==> src/sv/rhh_home.sv <==
// Home slot unit: key_hash modulo the slot count, one restoring step per cycle.
module rhh_home #(
  parameter int SLOTS = 1024,
  parameter int SW    = 10
) (
  input  logic          clk,
  input  logic          rst_n,
  input  logic          start,
  input  logic [31:0]   hash,
  output logic          done,
  output logic [SW-1:0] home
);

  localparam bit POW2 = ((SLOTS & (SLOTS - 1)) == 0);
  localparam int KMAX = 33 - SW;
  localparam int DW   = 34;
  localparam int KW   = 6;
  localparam logic [DW-1:0] DIV_TOP = DW'(SLOTS) << KMAX;

  logic [31:0]   rem_r;
  logic [DW-1:0] div_r;
  logic [KW-1:0] k_r;
  logic          busy_r;
  logic          done_r;

  always_ff @(posedge clk) begin
    if (!rst_n) begin
      busy_r <= 1'b0;
      done_r <= 1'b0;
    end else begin
      done_r <= 1'b0;
      if (start) begin
        rem_r <= hash;
        div_r <= DIV_TOP;
        k_r   <= KW'(KMAX);
        if (POW2) begin
          done_r <= 1'b1;
        end else begin
          busy_r <= 1'b1;
        end
      end else if (busy_r) begin
        // subtract the shifted divisor when it fits
        if ({2'b00, rem_r} >= div_r) begin
          rem_r <= 32'({2'b00, rem_r} - div_r);
        end
        div_r <= div_r >> 1;
        if (k_r == '0) begin
          busy_r <= 1'b0;
          done_r <= 1'b1;
        end else begin
          k_r <= k_r - 1'b1;
        end
      end
    end
  end

  assign done = done_r;
  assign home = rem_r[SW-1:0];

endmodule

==> config.mk <==
export PLATFORM = sky130hd
export DESIGN_NAME = rhh_home
export DESIGN_NICKNAME = d
export VERILOG_FILES = /design/src/sv/rhh_home.sv
export SDC_FILE = /design/constraint.sdc
export NUM_CORES = 1
export LEC_CHECK = 0
export BUFFER_PORTS_ARGS = -buffer_cell sky130_fd_sc_hd__buf_2
export CAP_MARGIN = 20
export CORE_ASPECT_RATIO = 0.75
export CORE_MARGIN = 8
export CORE_UTILIZATION = 46
export CTS_CLUSTER_SIZE = 24
export DETAILED_ROUTE_END_ITERATION = 8
export GPL_TIMING_DRIVEN = 0
export PLACE_DENSITY_LB_ADDON = 0.12
export SETUP_SLACK_MARGIN = 0.4
export SYNTH_ARGS = -nofsm -noshare
export SYNTH_HDL_FRONTEND = slang
export SYNTH_SLANG_ARGS = --single-unit
==> constraint.sdc <==
create_clock -name clk -period 5.8 [get_ports clk]
set_clock_uncertainty 0.15 [all_clocks]
set_input_delay 0.29 -clock clk [delete_from_list [all_inputs] [get_ports clk]]
set_output_delay 0.29 -clock clk [all_outputs]
set_load 0.05 [all_outputs]
==> results.md <==
- Post-placement cell count: roughly 750
- Commonest non-fill, non-tap cell in the layout: edfxtp_1
- Worst Max-Slew Pin Slew: just over 0.7 ns
- Clock Latency Late Sink: 0.34 ns
- Layout net count: a little under 700
- Clock sink count: between 70 and 80
- Vias per inst: around 5.7
- Htree depth: 3
- Synth warn: 0
- Unique cell type count in the Yosys netlist: 65
- Crit path launch: rem_r[0]
- Pre-antenna DRT Iters: 5
- Final std cells w/o fill: around 760
- Slew Limit Fails: 0
- Initial antenna violation count: 0
- Inserted Diodes: 0
- Final instance area: between 5000 and 6000 µm²
- Sequential fraction of the synthesis area: 0.4315
- Tot Pwr: 0.001618 W
- Routed via count: roughly 4,400
- Peak supply drop: 0.1720 mV
- Placed wire-length estimate: between 10 and 15 mm
- Flops & latches, synth: 74
- Area Overhead vs Synth: 15.44%
- Critical setup path kind: flop to flop
- HP Class: input pin to flop
- Fmax: 259.7 MHz
- Final setup viols: 0
- DP Area: between 5000 and 6000 µm²
- DR iter-0 viols: 392
- Crit end category: flop
- DIE AREA: about 15,000 µm²
- Root Driver: clkbuf_16
- Area of the core: around 11,000 µm²
- CTS tree: done
- Leakage: 2.370 nW
- Remaining Overflow, GRT: 0
- Total wire length: between 10 and 15 mm
- Status: finished, final reports clean
- Die height: between 100 and 150 µm
- Mapped Area: approximately 5000 µm²
- PD cells: roughly 270 nW/µm²
- # resized after CTS: 0
- Period utilisation layout: 0.6639
- Clk buf depth: 2
- Crit-path max FO: 16
- Post-CTS Setup Inserts: 0
- First-pass GRT wire length: 21.87 mm
- Detail Route Antenna Nets: 0
- Post-route DRC: 0
- Rows: 33
- Async SR Flop Fraction: 0
- I/O Buffers: 45
- R2r startpoint: rem_r[0]
- Hold Fails Final Rpt: 0
- CP Data Required Time: around 5.7 ns
- Ys flop type: edfxtp_1
- Post-synth EDFFs: 72
- Share of cells above drive strength 1: 0.1415
- GP Congestion: between 0.9 and 1
- Vias in the first global route: approximately 4,300
- Post-Syn Nets: roughly 630
- TritonCTS Buffers: 9
- Global-route usage over all layers: 0.1894
- Clk pin slew, worst setup/hold paths: about 0.06 ns
- Syn_area_per_cell: a little over 9 µm²
- Tmin final: around 3.9 ns
- Slew margin rel.: 0.5211
- Die width: 137.6 µm
- Most frequent cells in the layout: 72 x edfxtp_1, 64 x nor2_1, 57 x nand2_1
- Initial Utilization: 0.4700
- Largest net degree at the start of global routing: 24
- Total I/O pin count: 46
- Arr. time, crit path: ~3.7 ns
- Unrepaired setup endpoints after global routing: no
- Post-Synthesis Cells: around 560
- Crit start category: flop
- WL/cell: between 15 and 20 µm
- MaxCap Viol Count: 0
- Hold path start: rst_n
==> cells by family after synthesis <==
group,count (synthesis),synth area share
AO/OA/AOI/OAI,151,0.1978
XOR/XNOR,17,0.02917
adder cells (fa/ha/maj),35,0.08728
buffers and inverters,81,0.06742
flip-flops,74,0.4315
multiplexers,2,0.003923
AND/OR/NAND/NOR,197,0.1829
==> cells in the mapped netlist (all sizes together), types with 3 or more instances <==
cell	count	area, µm²
nand2b	5	31.28
a21o	9	75.07
xnor2	12	105.1
o31ai	5	37.54
nor2b	9	63.81
o21bai	8	60.06
clkbuf	20	75.07
nand3	11	55.05
o21a	7	52.55
edfxtp	72	2162
or3	4	25.02
inv	44	165.2
nor2	64	240.2
nand4	10	62.56
nand2	58	220.2
nor3b	4	30.03
xor2	5	43.79
buf	17	103.9
ha	34	425.4
and3	6	37.54
a31oi	3	18.77
a21oi	43	226.5
a311oi	7	61.31
o21ai	40	200.2
o311ai	5	61.31
nor3	15	80.08
o211ai	3	22.52
==> through the flow <==
stage | setup TNS (ns) | utilization | setup slack (ns) | hold slack, ns
2_1_floorplan | 0 | - | 0.7752 | 0.2389
3_3_place_gp | -43.42 | 0.5069 | -1.360 | 0.2812
3_5_place_dp | 0 | 0.5131 | 1.965 | 0.2933
4_1_cts | 0 | 0.5426 | 1.940 | 0.05452
5_1_grt | 0 | 0.5426 | 1.692 | 0.07838
6_report | 0 | 0.5426 | 1.949 | 0.06671
==> final cells by class <==
cell class / instances / area (µm²)
multi-input cells: 402 / 2571
repair buffers: 49 / 289.0
flip-flops and latches: 74 / 2202
clock inverters: 6 / 81.33
inverters: 44 / 165.2
plain buffers: 37 / 178.9
fillers: 1036 / 4967
well taps: 140 / 175.2
clock buffers: 10 / 229.0
==> repair_timing <==
item                       4_1_cts  5_1_grt
hold buffers                     1        0
setup endpoints to repair        0        0
hold endpoints to repair         1        0
==> worst paths after layout <==
check / end / slack (ns) / cells after the start
min: busy_r / 0.07 / 3
min reg2reg: busy_r / 0.30 / 2
max: rem_r[17] / 1.95 / 11
max reg2reg: rem_r[17] / 1.95 / 11
==> worst max-delay path, cell delays in order, from the launching register on <==
cell and delay, ns:
edfxtp_1 0.37, inv_1 0.05, ha_1 0.25, fa_1 0.42, nor2b_1 0.18, o2111ai_1 0.18, a21oi_2 0.34, o211ai_1 0.23
a41o_1 0.34, o31ai_4 0.59, buf_6 0.24, buf_8 0.19
==> registers in the layout, indices dropped and copies added (netlist names) <==
| name | cells |
|---|---|
| rem_r | 32 |
| busy_r | 1 |
| done | 1 |
| k_r | 6 |
| div_r | 34 |
==> layer usage <==
metal  vias up  wire length (µm)  part of all wire  global-route usage
li1       2133                 -                 -                   -
met1      2069              6617              0.49              0.2661
met2       138              5946              0.44              0.2892
met3        14               839             0.062             0.04065
met4         0               165             0.012             0.04718
met5         -                 0                 0                   0
==> power by group <==
group | switching (W) | total [W] | internal [W]
combinational | 0.000242 | 0.000381 | 0.000139
clock | 0.000221 | 0.000595 | 0.000374
sequential | 0.0000122 | 0.000642 | 0.000630
Power figures use the tool's default switching activity.
